==> config.mk <==
export PLATFORM = sky130hd
export DESIGN_NAME = rpm_ram
export DESIGN_NICKNAME = d
export VERILOG_FILES = /design/src/rtl/rpm_ram.sv
export SDC_FILE = /design/constraint.sdc
export NUM_CORES = 2
export LEC_CHECK = 0
export CAP_MARGIN = 10
export CORE_UTILIZATION = 35
export CTS_BUF_LIST = sky130_fd_sc_hd__clkbuf_4
export DETAILED_ROUTE_END_ITERATION = 10
export DONT_BUFFER_PORTS = 1
export PLACE_DENSITY = 0.59
export SYNTH_ARGS = -nofsm -noshare
export SYNTH_HDL_FRONTEND = slang
export SYNTH_SLANG_ARGS = --single-unit
==> constraint.sdc <==
create_clock -name clk -period 8.45 [get_ports clk]
set_input_delay 1.69 -clock clk [delete_from_list [all_inputs] [get_ports clk]]
set_output_delay 1.69 -clock clk [all_outputs]
set_load 0.005 [all_outputs]
==> src/rtl/rpm_ram.sv <==
// Generic single-write, single-read RAM with a registered read port.
// Depends on nothing.
module rpm_ram #(
  parameter int WIDTH = 32,
  parameter int DEPTH = 128
) (
  input  logic                     clk,
  input  logic                     we,
  input  logic [$clog2(DEPTH)-1:0] waddr,
  input  logic [WIDTH-1:0]         wdata,
  input  logic [$clog2(DEPTH)-1:0] raddr,
  output logic [WIDTH-1:0]         rdata
);

  logic [WIDTH-1:0] mem [DEPTH];

  always_ff @(posedge clk) begin
    if (we) begin
      mem[waddr] <= wdata;
    end
    rdata <= mem[raddr];
  end

endmodule

== Yosys cells after proc, flatten, opt, wreduce, memory -nomap -nowiden ==
Memories as Yosys holds them, arrays and structs flattened. A register that Yosys moved wholly into a read port is not among the register bits.
Index checks and enable logic that the tools add are counted.
Widths: inputs -> output; s select.

* Mux-type cells: 2

{| class="wikitable"
|+ Operator list
! cell !! count
|-
| $mux 1 || 2
|}

* Bits in writable memories: 4096
* Memories kept: 1
* Register bits after elaboration: 0
* Logic and storage cells: 3
* Input bits: 48
* Output and inout port bits: 32

{| class="wikitable"
|+ Memories
! name !! words !! bits a word !! rd ports !! clocked after memory_dff !! wr ports !! line !! text
|-
| mem || 128 || 32 || 1 || 1 || 1 || 15 || <nowiki>logic [WIDTH-1:0] mem [DEPTH];</nowiki>
|}

== Depth between registers and ports, before layout ==
* Depth after elaboration: 2
* Depth in mapped cells: 8
* Mapped depth without buffers: 4

== Least setup slack after synthesis ==
Ideal clock, no wire load.

* Path kind: input-to-reg
* Start point: in we
* End point: mem mem[98][0], enable pin
* Cell stages on the path: 3
* Required time: 7.989 ns
* Buffers on the path: 1
* Slack: 3.521 ns
* Data arrival time: 4.468 ns
* Library setup time: 0.461 ns
* Path through: clkbuf_1 -> nand4_1 -> nor3_1

* Word-level cells in the longest chain between the ends: 2

{| class="wikitable"
|+ Ends and longest elaborated chain
! what !! line !! text
|-
| from (decl) || 8 || <nowiki>input logic we,</nowiki>
|-
| $mux 1 || 18 || <nowiki>if (we) begin</nowiki>
|-
| $mux 1 (not written as such) || 19 || <nowiki>mem[waddr] <= wdata;</nowiki>
|-
| to (decl) || 15 ||
|}

Every way passes these cells.

==> out/results.txt <==
status: finished with violations
failing checks: max-slew violations
core area: 445000 um^2
P per Cell Area: 231 nW/um^2
Crit path arrival time: 6.29 ns
Finish-stage setup viols: 0
clk sink count: 4128
Final min period: 4.77 ns
TritonRoute pass-1 iters: 6
Max IR drop VDD: 0.143 mV
Worst Setup Start Kind: input pin
num rows: 245
root buf cell: clkbuf_4
Synth-to-Final Area Change: 14.2%
Worst Skew: 0.135 ns
# resized after CTS: 0
RSZ-0062 raised after global routing: no
critical path fanouts, max: 172
buffers added on ports: 0
Global Route Usage Sum: 0.195
postcts setup bufs: 0
Hold Path Origin: wdata[26]
wire per inst: 31.9 um
Initial Utilization: 0.351
clk_lat worst skew: 1.70 ns
final setup TNS: 0 ns
vias in the first global route: 78043
final setup margin: 3.68 ns
io pins: 80
Nets: 7037
Tcrit/Tclk final: 0.564
R2R setup slack: 5.75 ns
worst slew pin tran: 2.61 ns
Reg clk slew, reported paths: 0.06 ns
CP required: 9.97 ns
MaxCap Viol Count: 0
Mapped Cells: 5990
GPL Wtd Cong: 0.782
vias post-DR: 74091
Routed WL: 437000 um
drt drc: 0
total CTS buffers: 1134
CP max stage cell: buf_16
met3 WL post-DR: 32500 um
placed instance count: 11755
Yosys reg bits: 4128
post-synth top area share: 0.787
Mapped Area: 156000 um^2
Synth area leaders: edfxtp_1 79%, mux4_2 19%, clkbuf_1 0.44%, dfxtp_1 0.41%, nor2_1 0.29%
CP endpoint kind: flip-flop
CTS tree: yes
CP delay by family, top: multiplexers
Slew Limit Fails: 229
Cell variety after synth: 17
via density per instance: 5.40
routed metal-1 wirelength: 162000 um
cell taking the most area after synthesis: edfxtp_1
final hold slack: 0.131 ns
Die H: 670 um
Die Area: 449000 um^2
Final Hold Fails: 0
Critical Path, Cell by Cell: buf_16 > buf_16 > buf_16 > mux4_2 > mux4_2 > mux4_2 > mux2_2
initial antenna violation count: 49
Mapped Nets: 6038
dpl ws: 2.78 ns
Final Non-Filler Cells: 13710
total gr overflow: 0
DRT iter0 DRCs: 9593
EDFF count, synth: 4096
Chip Width: 670 um
CP peak stage delay: 0.77 ns
top post-synthesis cells by count: 4096 x edfxtp_1, 1344 x mux4_2, 182 x clkbuf_1
top layer in use: met5
share of cells above drive strength 1: 0.434
Max transition margin: -0.742
global-route wire length before repair: 605000 um
CTS Buffer Depth: 5
DP Wirelength: 211000 um
Synth async-reset ratio: 0
Pleak: 0.0550 uW
Tot Pwr: 41300 uW
met2 routed WL: 227000 um
H-tree lvl count: 7
Hold Crit Class: in2reg
mean post-synth cell area: 26.1 um^2
Worst Path Buf+Inv: 3
Main synth FF type: edfxtp_1
crit path launch: raddr[2]
fmax: 0.210 GHz
Reg-to-Reg Start: mem[18][6]
Yosys warning total: 0
sequential share of the synthesized area: 0.791
most common cell in the netlist: edfxtp_1
WS Path Type: in2reg
Final ANT Viol Nets: 0
largest net degree at the start of global routing: 1025
==> power breakdown <==
group / switching [uW] / leakage [uW] / internal [uW]
sequential: 121 / 0.0371 / 22600
combinational: 856 / 0.00988 / 785
clock: 7860 / 0.00801 / 9040
==> cell type report <==
cell class / count / area, um^2
Fill cell: 38751 / 266000
Multi-Input combinational cell: 1546 / 32300
Clock inverter: 224 / 1180
Sequential cell: 4128 / 124000
Timing Repair Buffer: 179 / 1680
Antenna cell: 97 / 243
Tap cell: 5928 / 7420
Clock buffer: 1608 / 12100
==> cells by family (layout without fill, tap and decap cells) <==
family                 Yosys count  in the layout  share of synthesized area
AND/OR/NAND/NOR                170            170                    0.00446
flip-flops                    4128           4128                      0.791
other                            0             97                          0
buffers and inverters          316           2011                    0.00839
multiplexers                  1376           1376                      0.196
==> path summary, 6_finish.rpt <==
kind,end,depth (start not counted)
hold reg to reg,rdata[27],4
setup / recovery,rdata[5],7
setup reg to reg,rdata[6],4
hold / removal,mem[69][26],0
==> worst register-to-register path, cell delays in order, from the launching register on <==
cell and delay (ns):
edfxtp_1 0.38, mux4_2 0.47, mux4_2 0.66, mux4_2 0.69, mux2_2 0.35
==> metrics by stage <==
step,cell area [um^2],util
after floorplan,156000,-
after global placement,165000,0.370
after detailed placement,165000,0.370
after CTS,178000,0.400
after global routing,178000,0.401
final,179000,0.401
==> flip-flops by register name, indices dropped and copies added, names as in the netlist <==
| register | count |
|---|---|
| mem | 4096 |
| rdata | 32 |
==> what timing repair did <==
action	in CTS	in global routing
hold endpoints to repair	140	0
setup endpoints to repair	0	0
hold buffers	20	0
==> metal layers <==
metal | vias up | track usage
met3 | 711 | 0.0368
li1 | 29203 | -
met5 | - | 0
met2 | 3733 | 0.334
met4 | 8 | 0.0888
met1 | 40436 | 0.240
==> cell usage in the layout, fill, tap and decap left out, types with 4 or more instances in the layout <==
master / Yosys / layout
edfxtp_1: 4096 / 4096
nor2_4: 0 / 119
bufinv_16: 0 / 12
nor2b_1: 7 / 7
mux2_2: 32 / 32
buf_12: 0 / 12
nand3_1: 12 / 8
clkinv_2: 0 / 19
clkinv_1: 0 / 169
clkbuf_4: 0 / 1608
nand3_2: 0 / 4
buf_16: 0 / 7
dfxtp_1: 32 / 32
nor3_2: 0 / 9
inv_2: 0 / 23
mux4_2: 1344 / 1344
buf_4: 3 / 142
nand2_1: 14 / 11
diode_2: 0 / 97
dlygate4sd3_1: 0 / 18
(Power assumes the default switching activity.)
