<file path="config.mk">
export PLATFORM = sky130hd
export DESIGN_NAME = rpm_front
export DESIGN_NICKNAME = d
export VERILOG_FILES = /design/src/rtl/rpm_pkg.sv /design/src/rtl/rpm_front.sv
export SDC_FILE = /design/constraint.sdc
export NUM_CORES = 1
export LEC_CHECK = 0
export ABC_AREA = 0
export ABC_CLOCK_PERIOD_IN_PS = 2000
export BUFFER_PORTS_ARGS = -buffer_cell sky130_fd_sc_hd__buf_4
export CAP_MARGIN = 20
export CORE_MARGIN = 4
export CORE_UTILIZATION = 42
export CTS_BUF_LIST = sky130_fd_sc_hd__clkbuf_16
export DETAILED_ROUTE_END_ITERATION = 8
export PLACE_DENSITY_LB_ADDON = 0.3
export SKIP_LAST_GASP = 1
export SYNTH_ARGS = -nofsm -noshare
export SYNTH_HDL_FRONTEND = slang
export SYNTH_SLANG_ARGS = --single-unit
</file>
<file path="constraint.sdc">
create_clock -name clk -period 2 [get_ports clk]
set_input_delay 0.3 -clock clk [delete_from_list [all_inputs] [get_ports clk]]
set_output_delay 0.3 -clock clk [all_outputs]
set_load 0.02 [all_outputs]
</file>
<file path="src/rtl/rpm_pkg.sv">
// Package for the polynomial resultant unit.
// Holds the sequencer state type, the result type and the modular helper functions.
// Depends on nothing.
package rpm_pkg;

  localparam int CW = 32;
  localparam int DW = 2 * CW;

  typedef struct packed {
    logic [CW-1:0] resultant;
    logic          too_long;
  } res_t;

  typedef enum logic [5:0] {
    S_IDLE, S_CHK, S_RED_RD, S_RED_WT, S_RED_DV, S_TRIM, S_TRIM_WT, S_SETUP,
    S_LB1_WT, S_LB1_DN, S_LOOP, S_LC_WT, S_IV, S_IV_DV, S_IV_UPD,
    S_MM, S_MM_ST, S_MM_WT, S_PW, S_PW_M1, S_PW_SQ, S_PW_M2,
    S_DL_I, S_DL_Q, S_DL_QD, S_DL_J, S_DL_V, S_DL_RK, S_DL_W, S_DL_NX,
    S_TR2, S_TR2_WT, S_UPD, S_UPD2, S_UPD3, S_FIN, S_OUT
  } state_t;

  function automatic logic [CW-1:0] msub(logic [CW-1:0] a, logic [CW-1:0] b,
                                         logic [CW-1:0] p);
    return (a >= b) ? a - b : a + (p - b);
  endfunction

  function automatic logic [CW-1:0] mneg(logic [CW-1:0] a, logic [CW-1:0] p);
    return (a == '0) ? '0 : p - a;
  endfunction

endpackage

</file>
<file path="src/rtl/rpm_front.sv">
// Loader: accepts coefficient transactions, writes the coefficients that fit
// to the coefficient RAM and queues one command per set. Depends on rpm_pkg.
module rpm_front import rpm_pkg::*; #(
  parameter int MAX_LEN = 64
) (
  input  logic                               clk,
  input  logic                               rst,
  input  logic                               push,
  output logic                               full,
  input  logic [CW-1:0]                      coeff,
  input  logic                               which_poly,
  input  logic                               end_of_set,
  input  logic                               carries_coeff,
  output logic                               mem_we,
  output logic [$clog2(2*MAX_LEN)-1:0]       mem_waddr,
  output logic [CW-1:0]                      mem_wdata,
  output logic                               cmd_push,
  output logic [2*$clog2(MAX_LEN+1):0]       cmd_data,
  input  logic                               cmd_full,
  input  logic                               set_done
);

  localparam int LW = $clog2(MAX_LEN + 1);
  localparam int AW = $clog2(2 * MAX_LEN);

  logic [LW-1:0] la;
  logic [LW-1:0] lb;
  logic          ovf;
  logic          busy;
  logic          accept;
  logic [LW-1:0] cur;
  logic          room;
  logic [LW-1:0] la_next;
  logic [LW-1:0] lb_next;
  logic          ovf_next;

  assign full   = busy | cmd_full;
  assign accept = push & ~full;
  assign cur    = which_poly ? lb : la;
  assign room   = (cur < LW'(MAX_LEN));

  always_comb begin
    la_next  = la;
    lb_next  = lb;
    ovf_next = ovf;
    if (carries_coeff) begin
      if (!room) begin
        ovf_next = 1'b1;
      end else if (which_poly) begin
        lb_next = lb + LW'(1);
      end else begin
        la_next = la + LW'(1);
      end
    end
  end

  assign mem_we    = accept & carries_coeff & room;
  assign mem_waddr = (which_poly ? AW'(MAX_LEN) : AW'(0)) + AW'(cur);
  assign mem_wdata = coeff;
  assign cmd_push  = accept & end_of_set;
  assign cmd_data  = {ovf_next, la_next, lb_next};

  always_ff @(posedge clk) begin
    if (rst) begin
      la   <= '0;
      lb   <= '0;
      ovf  <= 1'b0;
      busy <= 1'b0;
    end else begin
      if (set_done) begin
        busy <= 1'b0;
      end
      if (accept) begin
        if (end_of_set) begin
          la   <= '0;
          lb   <= '0;
          ovf  <= 1'b0;
          busy <= 1'b1;
        end else begin
          la  <= la_next;
          lb  <= lb_next;
          ovf <= ovf_next;
        end
      end
    end
  end

endmodule

</file>
* After elaboration in Yosys (flattened, before gate mapping)
Cells that the tools add are included.
** Cells by class
- $add $sub $neg :: 3
- Order comparisons :: 1
- Multiplexer cells :: 16
- Bitwise gates (word level) :: 6
** Operators by type and width (count)
- 2-to-1 mux 7 bit :: 10
- adder 7 x 1 -> 7 bit (second input constant) :: 2
- adder 7 bit :: 1
- < comparator 7 bit (second input constant) :: 1
- 2-to-1 mux 1 bit :: 6
- AND 1 bit :: 4
- inverter 1 bit :: 1
- OR 1 bit :: 1
** Word-level totals
- Flip-flop bits (word level) :: 16
- Output and inout bits :: 57
- Word-level logic and storage cells :: 30

* Depth between registers and ports, before layout
- Depth in word-level cells :: 5
- Depth in mapped cells :: 5
- Depth with buffers taken out :: 4

* Worst setup path before layout
OpenSTA, ideal clock, no wires.
- Kind :: register to output
- Start point :: register busy
- End point :: output port mem_we
- Data arrival time :: 1452 ps
- Slack :: 248 ps
- Stages on the path, launching flop included :: 5
- Path buffers :: 2
- Path through :: dfxtp_1 or3b_1 clkbuf_1 buf_6 nor3_1
** On the way
- Longest elaborated chain between the ends :: 5
** RTL lines
- start: declaration :: RTL line rpm_front.sv:29 : logic busy;
- start signal: assignment :: RTL line rpm_front.sv:68 : busy <= 1'b0;
- start signal: assignment :: RTL line rpm_front.sv:71 : busy <= 1'b0;
- start signal: assignment :: RTL line rpm_front.sv:78 : busy <= 1'b1;
- OR 1 bit :: RTL line rpm_front.sv:37 : assign full = busy | cmd_full;
- inverter 1 bit :: RTL line rpm_front.sv:38 : assign accept = push & ~full;
- AND 1 bit :: RTL line rpm_front.sv:38
- AND 1 bit (2 in a row) :: RTL line rpm_front.sv:57 : assign mem_we = accept & carries_coeff & room;
- end: declaration :: RTL line rpm_front.sv:14 : output logic mem_we,
No other way between the ends.

* Final worst setup path
- Start point :: register la[0]
- End point :: output port cmd_data[9]
** On the way
- Longest elaborated chain between the ends :: 4
** RTL lines
- start: declaration :: RTL line rpm_front.sv:26 : logic [LW-1:0] la;
- start signal: assignment :: RTL line rpm_front.sv:80 : la <= la_next;
- adder 7 x 1 -> 7 bit or 2-to-1 mux 7 bit (tied branches) :: RTL line rpm_front.sv:52, rpm_front.sv:39
- 2-to-1 mux 7 bit or < comparator 7 bit (tied branches) :: RTL line rpm_front.sv:49, rpm_front.sv:40
- 2-to-1 mux 7 bit (*) :: RTL line rpm_front.sv:47 : if (!room) begin
- 2-to-1 mux 7 bit (*) :: RTL line rpm_front.sv:46 : if (carries_coeff) begin
- end: declaration :: RTL line rpm_front.sv:18 : output logic [2*$clog2(MAX_LEN+1):0] cmd_data,
Mark *: on every way between the ends. The rest lies on a longest branch, timed or not.

==> out/metrics.yaml <==
period_minus_slack_ns: 1.848
chipHeight_um: 66.96
synth_top_family_by_area: "simple AND/OR/NAND/NOR gates"
core_area_um2: 3337
synth_seq_cells: 16
worstHoldStart: "set_done"
drive_above_1_share: 0.2874
n_antenna_cell: 0
status: "complete, no violations"
endpoint_kind: "output port"
synth_edf_count: 0
cts_tree: "built"
p_comb_frac: 0.118
p_sw_mw: 0.1930
grt_pass1_wl_um: 5520
clkLatencyLatePin_ns: 0.25
die_x_um: 66.96
synthArstFlopShare: 0
synth-seq-area-share: 0.2194
maxCapViolCount: 0
cts_max_path_buffers: 2
root_buffer: "clkbuf_16"
gp_congestion: 0.7890
first_pass_iters: 4
synthXorXnorAreaFrac: 0.05998
cp.arrival_ns: 1.55
powerDensity_nw_per_um2: 530.0
cts.hold.buffers_added: 0
finalWorstSetupSlack_ns: 0.1517
synthesis.area_um2: 1460
cp.required_ns: 1.70
ys_warn_count: 0
cts-htree-levels: 1
cts_made_buffers: 3
synth_cell_types: 39
clkSinkCount: 16
cp_top_family: "flip-flops"
synth_fa_ha_area_frac: 0.01714
seq_power_share: 0.393
multi_input_area_um2: 800.8
drc: 0
holdCritPathClass: "primary input to register"
regArea_um2: 321.6
path_clk_slew_ns: 0.06
ioPinCount: 97
ys.flop_type: "dfxtp_1"
grt_max_degree: 21
intPower_mw: 0.6273
io_buffers: 32
ir_worst_vdd_mv: 0.2445
path_max_fanout: 7
syn_nets: 218
finalCritPeriodShare: 0.9242
hpwl_um: 2508
vias: 1220
hold_viol_final: 0
cp-startpoint: "la[0]"
wl_per_cell_um: 15.08
critPathMaxStageDelay_ns: 0.46
viasPerCell: 5.545
num_rows: 21
muxShareOfSynthArea: 0.06170
syn_inst: 176
rsz0062_at_grt: "false"
track_usage: 0.1577
crit_slowest_cell: "dfxtp_1"
setup_viol: 0
tns_ns: 0
antenna_found_initial: 0
drt_iter0_drc: 153
power_frac_clock: 0.488
yosys.area_share.simple: 0.2819
p_leak_nw: 0.6466
slew_violations: 0
p_sw_frac: 0.2353
synth-compound-area-share: 0.1277
slew_headroom: 0.6549
reg2reg_from: "la[0]"
worstPathCellList: "ha_1, nand4bb_1, xnor2_1, buf_4"
crit_type: "register to output port"
cp-start-kind: "register"
fmax_ghz: 0.5410
dieArea_um2: 4484
worst-r2r-setup-slack_ns: 0.34
synth_area_per_cell_um2: 8.296
fin_nets: 217
fill_cells: 333
area_growth_pct: 5.998
grt_pass1_vias: 1191
post-place-ws_ns: 0.2980
crit_buf_inv: 1
worstMarginPinSlew_ns: 0.5166
wirelength_um: 3318
start_util: 0.4376
finClkSkew_ns: 0.004248
grt_overflow: 0
drtAntennaViolNets: 0
per-layer routing:
metal | GRT usage | up-vias | part of all wire
li1 | - | 594 | -
met3 | 0.04384 | 8 | 0.068
met2 | 0.2525 | 43 | 0.50
met5 | 0 | - | 0
met4 | 0.05823 | 0 | 0.0060
met1 | 0.1998 | 575 | 0.42
synth_stat cells, drive strengths merged (3+ instances only):
cell type   n  area (um2)
a21oi       3       15.01
a31oi       7       43.79
buf        40       316.5
clkbuf      3       11.26
dfxtp      16       320.3
inv         3       11.26
mux2        8       90.08
nand2      14       52.55
nand2b      5       31.28
nand3       5       25.02
nand4       4       25.02
nand4b      4       35.03
nor2       10       37.54
nor3        3       15.01
nor3b       3       27.52
o211ai      6       45.04
o21a        3       22.52
o21ai       7       35.03
or4b        5       50.05
xnor2       4       35.03
xor2        6       52.55
path summary, 6_finish.rpt:
kind	end	cells after the start
worst min-delay path	busy	4
worst max-delay path	cmd_data[9]	4
worst max register to register	la[2]	4
worst min register to register	ovf	1
layout make-up:
| class | instances | share of cell area |
|---|---|---|
| Multi-Input combinational cell | 114 | 0.5174 |
| Sequential cell | 16 | 0.2078 |
| Inverter | 3 | 0.007276 |
| Clock inverter | 1 | 0.002425 |
| Clock buffer | 3 | 0.04850 |
| Tap cell | 46 | 0.03719 |
| Timing Repair Buffer | 37 | 0.1795 |
cells by family after synthesis:
logic type | count (synthesis)
adders and majority gates | 2
buffers and inverters | 46
DFF | 16
and+or+nand+nor | 65
muxes | 8
xor gates and xnor gates | 10
AOI/OAI and AO/OA | 29
cell usage in the layout, fill, tap and decap left out, drive strengths merged, types with 2 or more instances in the layout:
cell type and instances:
nor3 3, xor2 6, nand2b 5, xnor2 4
nor3b 3, nand4bb 2, or2 2, ha 2
nand4 4, nand3b 2, nand3 5, or4 2
nand2 14, or4b 5, inv 3, nand4b 4
o21ai 7, o21a 3, a21oi 3, o211ai 6
dfxtp 16, nor2 10, clkbuf 3, a31oi 7
mux2 8, buf 37
power groups by stage:
stage | sequential, mW | clock, mW | combinational (mW)
floorplan | 0.330 | 0 | 0.160
global placement | 0.329 | 0 | 0.0964
detailed placement | 0.330 | 0 | 0.0977
CTS | 0.323 | 0.405 | 0.0979
global route | 0.323 | 0.420 | 0.106
finish | 0.323 | 0.401 | 0.0969
per-stage QoR:
| stage | cells | hold WS [ns] | area, um2 | util | power, mW |
|---|---|---|---|---|---|
| 2_1_floorplan | 176 | 0.4740 | 1460 | - | 0.4894 |
| 3_3_place_gp | 216 | 0.4850 | 1468 | 0.4398 | 0.4259 |
| 3_5_place_dp | 216 | 0.4982 | 1468 | 0.4398 | 0.4273 |
| 4_1_cts | 220 | 0.3681 | 1546 | 0.4634 | 0.8254 |
| 5_1_grt | 220 | 0.3715 | 1548 | 0.4638 | 0.8489 |
| 6_report | 220 | 0.3589 | 1548 | 0.4638 | 0.8203 |
flip-flops by register name, summed over array words and instances, names as in the netlist:
register / cells
busy: 1
ovf: 1
la: 7
lb: 7
tightest hold or removal path, delay by kind of cell:
family | cells | cell delay (ns)
compound gates | 1 | 0.11
simple gates | 2 | 0.07
buf+inv | 1 | 0.08
repair_timing:
action	in CTS	in global routing
endpoints found under the hold margin	0	0
buffers inserted	0	0
endpoints found under the setup margin	0	1
resized for setup	0	1
No activity file was read; power rests on OpenSTA's default activity.
