## src/rtl/rpm_fifo.sv

```systemverilog
// Small register queue used for commands and for results.
// Depends on nothing.
module rpm_fifo #(
  parameter int WIDTH = 8,
  parameter int DEPTH = 2
) (
  input  logic             clk,
  input  logic             rst,
  input  logic             push,
  input  logic [WIDTH-1:0] din,
  output logic             full,
  input  logic             pop,
  output logic [WIDTH-1:0] dout,
  output logic             empty
);

  localparam int PW = $clog2(DEPTH);
  localparam int NW = $clog2(DEPTH + 1);

  logic [WIDTH-1:0] mem [DEPTH];
  logic [PW-1:0]    wptr;
  logic [PW-1:0]    rptr;
  logic [NW-1:0]    count;
  logic             do_push;
  logic             do_pop;

  assign full    = (count == NW'(DEPTH));
  assign empty   = (count == '0);
  assign dout    = mem[rptr];
  assign do_push = push & ~full;
  assign do_pop  = pop & ~empty;

  always_ff @(posedge clk) begin
    if (do_push) begin
      mem[wptr] <= din;
    end
  end

  always_ff @(posedge clk) begin
    if (rst) begin
      wptr  <= '0;
      rptr  <= '0;
      count <= '0;
    end else begin
      if (do_push) begin
        wptr <= (wptr == PW'(DEPTH - 1)) ? '0 : wptr + PW'(1);
      end
      if (do_pop) begin
        rptr <= (rptr == PW'(DEPTH - 1)) ? '0 : rptr + PW'(1);
      end
      if (do_push && !do_pop) begin
        count <= count + NW'(1);
      end else if (!do_push && do_pop) begin
        count <= count - NW'(1);
      end
    end
  end

endmodule

```

## config.mk

```make
export PLATFORM = sky130hd
export DESIGN_NAME = rpm_fifo
export DESIGN_NICKNAME = d
export VERILOG_FILES = /design/src/rtl/rpm_fifo.sv
export SDC_FILE = /design/constraint.sdc
export NUM_CORES = 1
export LEC_CHECK = 0
export BUFFER_PORTS_ARGS = -buffer_cell sky130_fd_sc_hd__buf_4
export CORE_ASPECT_RATIO = 0.8
export CORE_MARGIN = 4
export CORE_UTILIZATION = 45
export CTS_CLUSTER_SIZE = 40
export DETAILED_ROUTE_END_ITERATION = 7
export GPL_ROUTABILITY_DRIVEN = 0
export MAX_ROUTING_LAYER = met4
export PLACE_DENSITY = 0.7
export SYNTH_ARGS = -nofsm -noshare
export SYNTH_HDL_FRONTEND = slang
export SYNTH_SLANG_ARGS = --single-unit
```

## constraint.sdc

```tcl
create_clock -name clk -period 3.1 [get_ports clk]
set_clock_uncertainty 0.1 [all_clocks]
set_input_delay 0.31 -clock clk [delete_from_list [all_inputs] [get_ports clk]]
set_output_delay 0.31 -clock clk [all_outputs]
set_load 0.02 [all_outputs]
```

After elaboration in Yosys (flattened, before gate mapping)
Memories as Yosys holds them, arrays and structs flattened. A register that Yosys moved wholly into a read port is not among the register bits.
Cells that the tools add are included.
Cells by class
  add/sub/neg operators: 4
  eq/ne operators: 1
  mux-type cells: 8
  bitwise logic cells: 4
  reduce and logical (&&, ||, !) cells: 6
Operators by type and width (number)
  $mux 1: 6
  $mux 2: 2
  $add 1x1->1 const B: 2
  $add 2x1->2 const B: 1
  $and 1x1->1: 2
  $eq 2x2->1 const B: 1
  $logic_and 1x1->1: 2
  $logic_not 1->1: 2
  $logic_not 2->1: 1
  $not 1->1: 2
  $reduce_bool 2->1: 1
  $sub 2x1->2 const B: 1
Word-level totals
  register bits after elaboration: 4
  bits in writable memories: 16
  bits of input ports: 12
  logic and storage cells: 27
  memories kept: 1
Memories
  mem: depth 2, bits a word 8, rd ports 1, clocked after memory_dff 1, wr ports 1, line 20  | logic [WIDTH-1:0] mem [DEPTH];

Depth between registers and ports, before layout
Gate-level depths: netlist of run 1.
  word-level depth: 7
  gate-level depth with buffers: 6
  gate-level depth less buffers: 6

Least setup slack after synthesis of run 1
Ideal clock, no wire load.
  path kind: reg2reg
  start point: reg count[1]
  end point: reg count[1]
  library setup time: 0.070 ns
  arrival: 1.517 ns
  required time: 2.930 ns
  setup slack: 1.413 ns
  cell stages (with the launch flop): 6
  path buffers: 0
  clock period less this slack: 1.687 ns
  cell sequence: dfxtp_1 -> nor2b_2 -> nor2_1 -> ha_1 -> or3_1 -> a21oi_1
Between the ends
  longest elaborated chain between the ends: 6
Ends and longest elaborated chain
  start: declaration: line 23  | logic [NW-1:0] count;
  start signal: assignment: line 52  | count <= count + NW'(1);
  start signal: assignment: line 54  | count <= count - NW'(1);
  $eq 2x2->1 (*): line 27  | assign full = (count == NW'(DEPTH));
  net full: line 11  | output logic full,
  $not 1->1 (*): line 30  | assign do_push = push & ~full;
  $and 1x1->1 (*): line 30
  $logic_not 1->1: line 53  | end else if (!do_push && do_pop) begin
  $logic_and 1x1->1: line 53
  $reduce_bool 2->1 (no line)
Mark *: on every way through the listed nets, which the timed path passes. The rest lies on a longest branch. The select of a mux whose other input is x is not followed.
A chain may end at the register's enable or synchronous reset.

==> impl_metrics.yaml, run 1 <==
status:
  status: "complete, no violations"
placed_design:
  portBuffers: 21
  postPlaceCellArea_um2: 973
  hpwl_um: 829
  dp_cells: 92
cells_and_area:
  drive_above_1_share: 0.446
  fill_cells: 135
  fin_cells: 96
  final_nets: 88
  finalInstanceArea_um2: 1000
  area_growth_pct: 26.0
  antenna-diode-count: 0
synthesis:
  synth-simple-area-share: 0.0584
  yosysSeqAreaShare: 0.732
  avgSynthCellArea_um2: 15.9
  synth_edf_count: 16
  ys.flop_type: "edfxtp_1"
  synth.most_common_cell: "edfxtp_1"
  netlist_top_cells_count: "edfxtp_1, mux2_2, dfxtp_1, nor2_1"
  yosys_warnings: 0
  synth_xor_area_frac: 0.0331
  synthMuxAreaShare: 0.114
  ys_types: 13
  yosysTopAreaCellShare: 0.606
  synth.top_cells.by_area: "edfxtp_1, dfxtp_1, mux2_2"
  syn_area_um2: 793
  synth_seq_cells: 21
  synth_compound_gate_area_share: 0.0315
  yosys.area_share.adder: 0.0158
  synth_top_family_by_area: "multiplexers"
  synthCells: 50
  synth_area_leader_cell: "edfxtp_1"
  synth_fp_nets: 63
  synthArstFlopShare: 0
sta:
  tns_ns: 0
  fmax_mhz: 560
  setup_viol: 0
  timing_hold_violations_final: 0
  relSlewSlack: 0.751
  final_max_slew_viol_count: 0
  layout_min_cycle_time_ns: 1.79
  rsz0062_at_grt: "no"
  fin_crit_sh: 0.576
  tightest_slew_ns: 0.374
clocking:
  postCtsSetupBuffers: 0
  path_clk_slew_ns: 0.10
  ctsResizeCount: 0
  insertion_delay_ns: 0.29
  clockBufferDepth: 2
  numCtsBuffers: 3
  holdBufCountCts: 0
  htreeDepth: 1
  cts_root_buffer: "clkbuf_4"
  clkSinkCount: 21
  cts_tree: "yes"
critical_path:
  cp_cell_sequence: "mux2_2 > buf_4"
  worstSetupStartpointType: "flop"
  endpoint_kind: "output port"
  critPathCapture: "dout[4]"
  critPathTopFamily: "flip-flops"
  arrival_ns: 1.38
  path_buf_inv: 1
  rr_worst_depth: 4
  reg2reg_slack_ns: 1.43
  crit_slowest_cell: "dfxtp_1"
  r2r_start: "count[0]"
  max_stage_delay_ns: 0.55
  cp.required_ns: 2.69
  path_max_fanout: 8
  r2r_end: "count[1]"
  worst-path-stages: 2
  critPathKind: "flop to output port"
detailed_routing:
  viasPerCell: 4.67
  routed_wl_mm: 1.14
  wl_per_cell_um: 11.8
  vias: 448
  drt_pre_antenna_iters: 3
  antenna_left: 0
  drcViolationCount: 0
  dr.first_iter.drc_count: 5
grt:
  antenna_found_initial: 0
  grt_pass1_vias: 420
  grt.total_usage: 0.103
  grt_pass1_wl_mm: 1.71
  grt_start_max_net_pins: 12
  grt_overflow: 0
pwr:
  p_per_area_nw_per_um2: 804
  max-vdd-ir-drop_mv: 0.531
  p_total_uw: 804
  p_leak_nw: 0.396
run:
  max_cap_violations: 0
floorplan:
  die-area_um2: 2500
  die_y_um: 45.6
  initial_utilization: 0.483
  io_pins: 22
  core_area_um2: 1640
  die_x_um: 54.9
  num_rows: 13
min_path:
  min_from: "din[6]"
  hp-class: "primary input to flop"
sequential cells by signal, indices dropped and copies added (netlist names), named ones only:
signal,cells
count,2
mem,16
rptr,1
wptr,1
final cells by class:
type                            count  area, µm²  share of cell area
Inverter                            2       7.51             0.00751
Multi-Input combinational cell     26        200               0.200
Sequential cell                    21        581               0.581
Clock buffer                        4       26.3              0.0263
Timing Repair Buffer               21        158               0.158
Tap cell                           22       27.5              0.0275
report_power, final:
part           switching, mW  leakage, nW  internal (mW)
registers             0.0361        0.191          0.359
clock network         0.0707       0.0150         0.0500
logic                  0.148        0.190          0.141
metrics by stage:
stage	hold WS [ns]	setup WS (ns)	utilization
6_report	0.0990	1.31	0.609
5_1_grt	0.0689	1.22	0.609
4_1_cts	0.0906	1.28	0.609
3_5_place_dp	0.386	1.44	0.593
3_3_place_gp	0.372	1.50	0.593
2_1_floorplan	0.279	1.41	-
worst reg2reg max path: cells and delay by family (launching register included):
kind,cells,cell delay [ns]
AO/OA/AOI/OAI,2,0.43
AND/OR/NAND/NOR,1,0.38
flip-flops,1,0.37
adder cells (fa/ha/maj),1,0.32
worst min path at each step:
| stage | endpoint | cells after the start |
|---|---|---|
| 6_report | mem[1][6] | 1 |
| 5_1_grt | mem[0][3] | 1 |
| 4_1_cts | mem[1][6] | 1 |
| 3_5_place_dp | wptr | 2 |
| 3_3_place_gp | wptr | 2 |
| 2_1_floorplan | count[1] | 1 |
per-layer routing:
layer,up-vias,wire length [µm],GRT usage
li1,228,-,-
met3,2,92,0.0590
met1,204,502,0.116
met5,-,0,-
met2,14,532,0.163
met4,0,9,0.0146
placed cells by master, fill, tap and decap left out, drive strengths merged:
| cell | netlist | routed |
|---|---|---|
| buf | 1 | 21 |
| mux2 | 8 | 8 |
| or3 | 2 | 2 |
| ha | 1 | 1 |
| and2 | 1 | 1 |
| edfxtp | 16 | 16 |
| inv | 2 | 2 |
| xor2 | 3 | 3 |
| dfxtp | 5 | 5 |
| clkbuf | 0 | 4 |
| o21ai | 3 | 3 |
| nor2 | 5 | 5 |
| nor2b | 1 | 1 |
| a21oi | 2 | 2 |
cell families (layout without fill, tap and decap cells):
kind of cell / Yosys count / count (layout)
flip-flops: 21 / 21
buffers and inverters: 3 / 27
XOR/XNOR: 3 / 3
AO/OA/AOI/OAI: 5 / 5
AND/OR/NAND/NOR: 9 / 9
multiplexers: 8 / 8
adder cells (fa/ha/maj): 1 / 1
No activity file was read; power rests on OpenSTA's default activity.
==> run 2: changes to the inputs <==
- CORE_UTILIZATION: 45 -> 44
- PLACE_DENSITY: 0.7 -> 0.72
- clock period: 3.1 -> 1.64 ns (I/O delays scaled with it)
==> impl_metrics.yaml, run 2 (synthesized netlist as in run 1, its figures left out) <==
clocking:
  cts_root_buffer: "clkbuf_4"
  numCtsBuffers: 3
  cts_tree: "yes"
  clockBufferDepth: 2
  insertion_delay_ns: 0.30
  path_clk_slew_ns: 0.11
  clkSinkCount: 21
  htreeDepth: 1
placed_design:
  hpwl_um: 996
  postPlaceCellArea_um2: 993
  portBuffers: 21
detailed_routing:
  vias: 517
  dr.first_iter.drc_count: 15
  viasPerCell: 4.74
  antenna_left: 0
  wl_per_cell_um: 13.5
  routed_wl_mm: 1.48
  drcViolationCount: 0
  drt_pre_antenna_iters: 4
cells_and_area:
  antenna-diode-count: 0
  largest_reg_flops: 16
  final_cell_mix: "buf_4, edfxtp_1, dlygate4sd3_1, mux2_2, nor2_1"
  area_growth_pct: 43.5
  multi_input_area_um2: 211
  fill_cells: 123
  final_util: 0.686
  top_regs: "mem (16), count (2)"
  regMostFlops: "mem"
  drive_above_1_share: 0.494
  seqCellArea_um2: 587
  final_nets: 101
  finalInstanceArea_um2: 1140
  layout_commonest_cell: "buf_4"
grt:
  grt_start_max_net_pins: 13
  grt_overflow: 0
  grt_pass1_wl_mm: 2.48
  antenna_found_initial: 0
  grt_pass1_vias: 543
  grt.total_usage: 0.140
critical_path:
  critPathKind: "flop to flop"
  endpoint_kind: "flop"
  cp.required_ns: 1.78
  cp_cell_sequence: "nor2b_4 > nor2_2 > ha_1 > or3_1 > a21oi_2"
  path_max_fanout: 5
  max_stage_delay_ns: 0.40
  worstSetupStartpointType: "flop"
  crit_slowest_cell: "or3_1"
  arrival_ns: 1.73
status:
  status: "complete, no violations"
floorplan:
  initial_utilization: 0.478
  num_rows: 13
  core_area_um2: 1660
  die-area_um2: 2550
  die_x_um: 55.5
  io_pins: 22
  die_y_um: 46.0
sta:
  setup_viol: 0
  timing_hold_violations_final: 0
  relSlewSlack: 0.726
  fmax_mhz: 625
  final_max_slew_viol_count: 0
  tightest_slew_ns: 0.410
  fin_crit_sh: 0.975
  tns_ns: 0
  layout_min_cycle_time_ns: 1.60
run:
  max_cap_violations: 0
min_path:
  hp-class: "primary input to flop"
pwr:
  p_per_area_nw_per_um2: 1470
  p_total_mw: 1.68
  p_leak_nw: 0.459
  max-vdd-ir-drop_mv: 0.937
[run 2: layout make-up]
type / instances / share of cell area
Clock buffer: 3 / 0.0198
Inverter: 2 / 0.00659
Timing Repair Buffer: 34 / 0.244
Multi-Input combinational cell: 26 / 0.186
Clock inverter: 1 / 0.00440
Sequential cell: 21 / 0.515
Tap cell: 22 / 0.0242
[run 2: layer usage]
metal,track usage,up-vias,wire (µm)
li1,-,258,-
met2,0.238,14,797
met4,0.0534,0,12
met5,-,-,0
met1,0.149,243,578
met3,0.0595,2,87
[run 2: through the flow]
stage               instances  setup WS (ns)  hold slack (ns)
detailed placement         94        -0.0262            0.253
finish                    109         0.0409            0.215
global placement           94         0.0920            0.249
global route              109       -0.00781            0.257
floorplan                  50         0.0405            0.133
CTS                       107       -0.00904            0.192
[run 2: power by group]
group / switching, mW / internal, mW
clock network: 0.149 / 0.0909
logic: 0.326 / 0.342
registers: 0.0780 / 0.691
total: 0.553 / 1.12
[run 2: path summary, 6_finish.rpt]
check	start	to	slack, ns	cells after the start
max	count[1]	count[1]	0.04	5
min	push	wptr	0.21	4
max reg2reg	count[1]	count[1]	0.04	5
min reg2reg	rptr	flop	0.42	2
[run 2: timing repair]
action | CTS | global route
setup endpoints to repair | 9 | 1
pin swaps | 0 | 1
hold buffers | 9 | 0
endpoints found under the hold margin | 21 | 0
resized for setup | 3 | 4
setup buffers | 0 | 2
[run 2: worst max-delay path, delay by kind of cell, from the launching register on]
| family | cells | cell delay (ns) |
|---|---|---|
| adders and majority gates | 1 | 0.30 |
| AOI/OAI and AO/OA | 1 | 0.15 |
| DFF | 1 | 0.38 |
| and+or+nand+nor | 3 | 0.61 |
==> run 3: changes to the inputs <==
- PLACE_DENSITY: 0.72 -> unset
- PLACE_DENSITY_LB_ADDON: unset -> 0.3
==> impl_metrics.yaml, run 3 (synthesized netlist as in run 1, its figures left out) <==
cells_and_area:
  fin_cells: 109
  final_util: 0.681
  antenna-diode-count: 0
  area_growth_pct: 42.4
  layout_commonest_cell: "buf_4"
  finalInstanceArea_um2: 1130
  regMostFlops: "mem"
  seqCellArea_um2: 584
  fill_cells: 116
  multi_input_area_um2: 205
  drive_above_1_share: 0.471
  top_regs: "mem (16), count (2)"
  final_nets: 101
  largest_reg_flops: 16
  final_cell_mix: "buf_4, edfxtp_1, dlygate4sd3_1, mux2_2, nor2_1"
sta:
  setup_viol: 0
  final_max_slew_viol_count: 0
  rsz0062_at_grt: "no"
  fmax_mhz: 642
  tightest_slew_ns: 0.381
  relSlewSlack: 0.746
  whs_ns: 0.146
  tns_ns: 0
  fin_crit_sh: 0.950
  timing_hold_violations_final: 0
  layout_min_cycle_time_ns: 1.56
grt:
  met1_usage: 0.123
  grt.busiest_layer: "met2"
  antenna_found_initial: 0
  grt.total_usage: 0.120
  grt_overflow: 0
  grt_pass1_wl_mm: 2.16
  use_met3: 0.0510
  met2_usage: 0.210
  grt_start_max_net_pins: 13
  grt_pass1_vias: 512
placed_design:
  postPlaceCellArea_um2: 993
  hpwl_um: 907
  portBuffers: 21
  dp_cells: 94
clocking:
  insertion_delay_ns: 0.29
  clkSinkCount: 21
  cts_root_buffer: "clkbuf_4"
  cts_tree: "yes"
  path_clk_slew_ns: 0.10
  htreeDepth: 1
  clockBufferDepth: 2
  numCtsBuffers: 3
critical_path:
  critPathTopFamily: "simple AND/OR/NAND/NOR gates"
  cp_cell_sequence: "nor2b_4 > nor2_1 > ha_1 > or3_1 > a21oi_1"
  arrival_ns: 1.69
  rr_worst_depth: 5
  max_stage_delay_ns: 0.38
  path_buf_inv: 0
  worstSetupStartpointType: "flop"
  crit_slowest_cell: "or3_1"
  path_max_fanout: 5
  endpoint_kind: "flop"
  cp.required_ns: 1.77
  worst-path-stages: 5
  critPathKind: "flop to flop"
pwr:
  pwr-share-clk: 0.143
  switching_share: 0.319
  max-vdd-ir-drop_mv: 1.03
  combPwrFrac: 0.394
  seqPwrFrac: 0.463
  p_leak_nw: 0.458
  p_sw_uw: 520
  p_int_mw: 1.11
  p_per_area_nw_per_um2: 1450
floorplan:
  die-area_um2: 2550
  num_rows: 13
  die_x_um: 55.5
  die_y_um: 46.0
  io_pins: 22
  initial_utilization: 0.478
  core_area_um2: 1660
detailed_routing:
  vias: 499
  viasPerCell: 4.58
  routed_wl_mm: 1.30
  drcViolationCount: 0
  wl_per_cell_um: 11.9
  antenna_left: 0
  dr.first_iter.drc_count: 7
  drt_pre_antenna_iters: 4
run:
  max_cap_violations: 0
min_path:
  hp-class: "primary input to flop"
  min_path_cells: 4
status:
  status: "complete, no violations"
run 3: changes by cell type in the layout (fill, tap and decap cells not counted):
cell     delta
dfxtp_4     -1
a21oi_1     +1
nor2_1      +1
dfxtp_2     +1
a21oi_2     -1
nor2_2      -1
run 3: power groups by stage:
stage | registers [mW] | clock network, mW | logic, mW
2_1_floorplan | 0.728 | 0 | 0.392
3_3_place_gp | 0.757 | 0 | 0.582
3_5_place_dp | 0.763 | 0 | 0.590
4_1_cts | 0.754 | 0.245 | 0.613
5_1_grt | 0.772 | 0.270 | 0.702
6_report | 0.757 | 0.234 | 0.643
run 3: per-layer routing:
layer  vias to the layer above  wire length [µm]
met5                         -                 0
met4                         0                12
met3                         2                89
met2                        14               670
met1                       231               527
li1                        252                 -
run 3: per-stage QoR:
step	power, mW	setup WS, ns
6_report	1.63	0.0827
5_1_grt	1.74	0.00121
4_1_cts	1.61	0.000662
3_5_place_dp	1.35	0.0392
3_3_place_gp	1.34	0.0859
2_1_floorplan	1.12	0.0405
run 3: final cells by class:
type	count	share of cell area
clock buffer	3	0.0199
clock inverter	1	0.00443
inverter	2	0.00664
multi-input combinational	26	0.182
sequential	21	0.517
tap	22	0.0244
timing repair buffer	34	0.246
run 3: timing repair:
action	CTS	global route
pin swaps	0	2
setup buffers	0	2
hold buffers	9	0
hold endpoints to repair	21	0
gates resized for setup	1	3
endpoints found under the setup margin	8	1
gates cloned	0	0
run 3: worst reg2reg max path, stage by stage (launching register included):
cell and delay [ns]:
dfxtp_2 0.37, nor2b_4 0.17, nor2_1 0.07, ha_1 0.30, or3_1 0.38, a21oi_1 0.12
run 3: path summary, 6_finish.rpt:
kind / from / end / slack (ns)
worst min-delay path: push / wptr / 0.15
worst max register to register: count[1] / count[1] / 0.08
worst max-delay path: count[1] / count[1] / 0.08
worst min register to register: wptr / wptr / 0.40
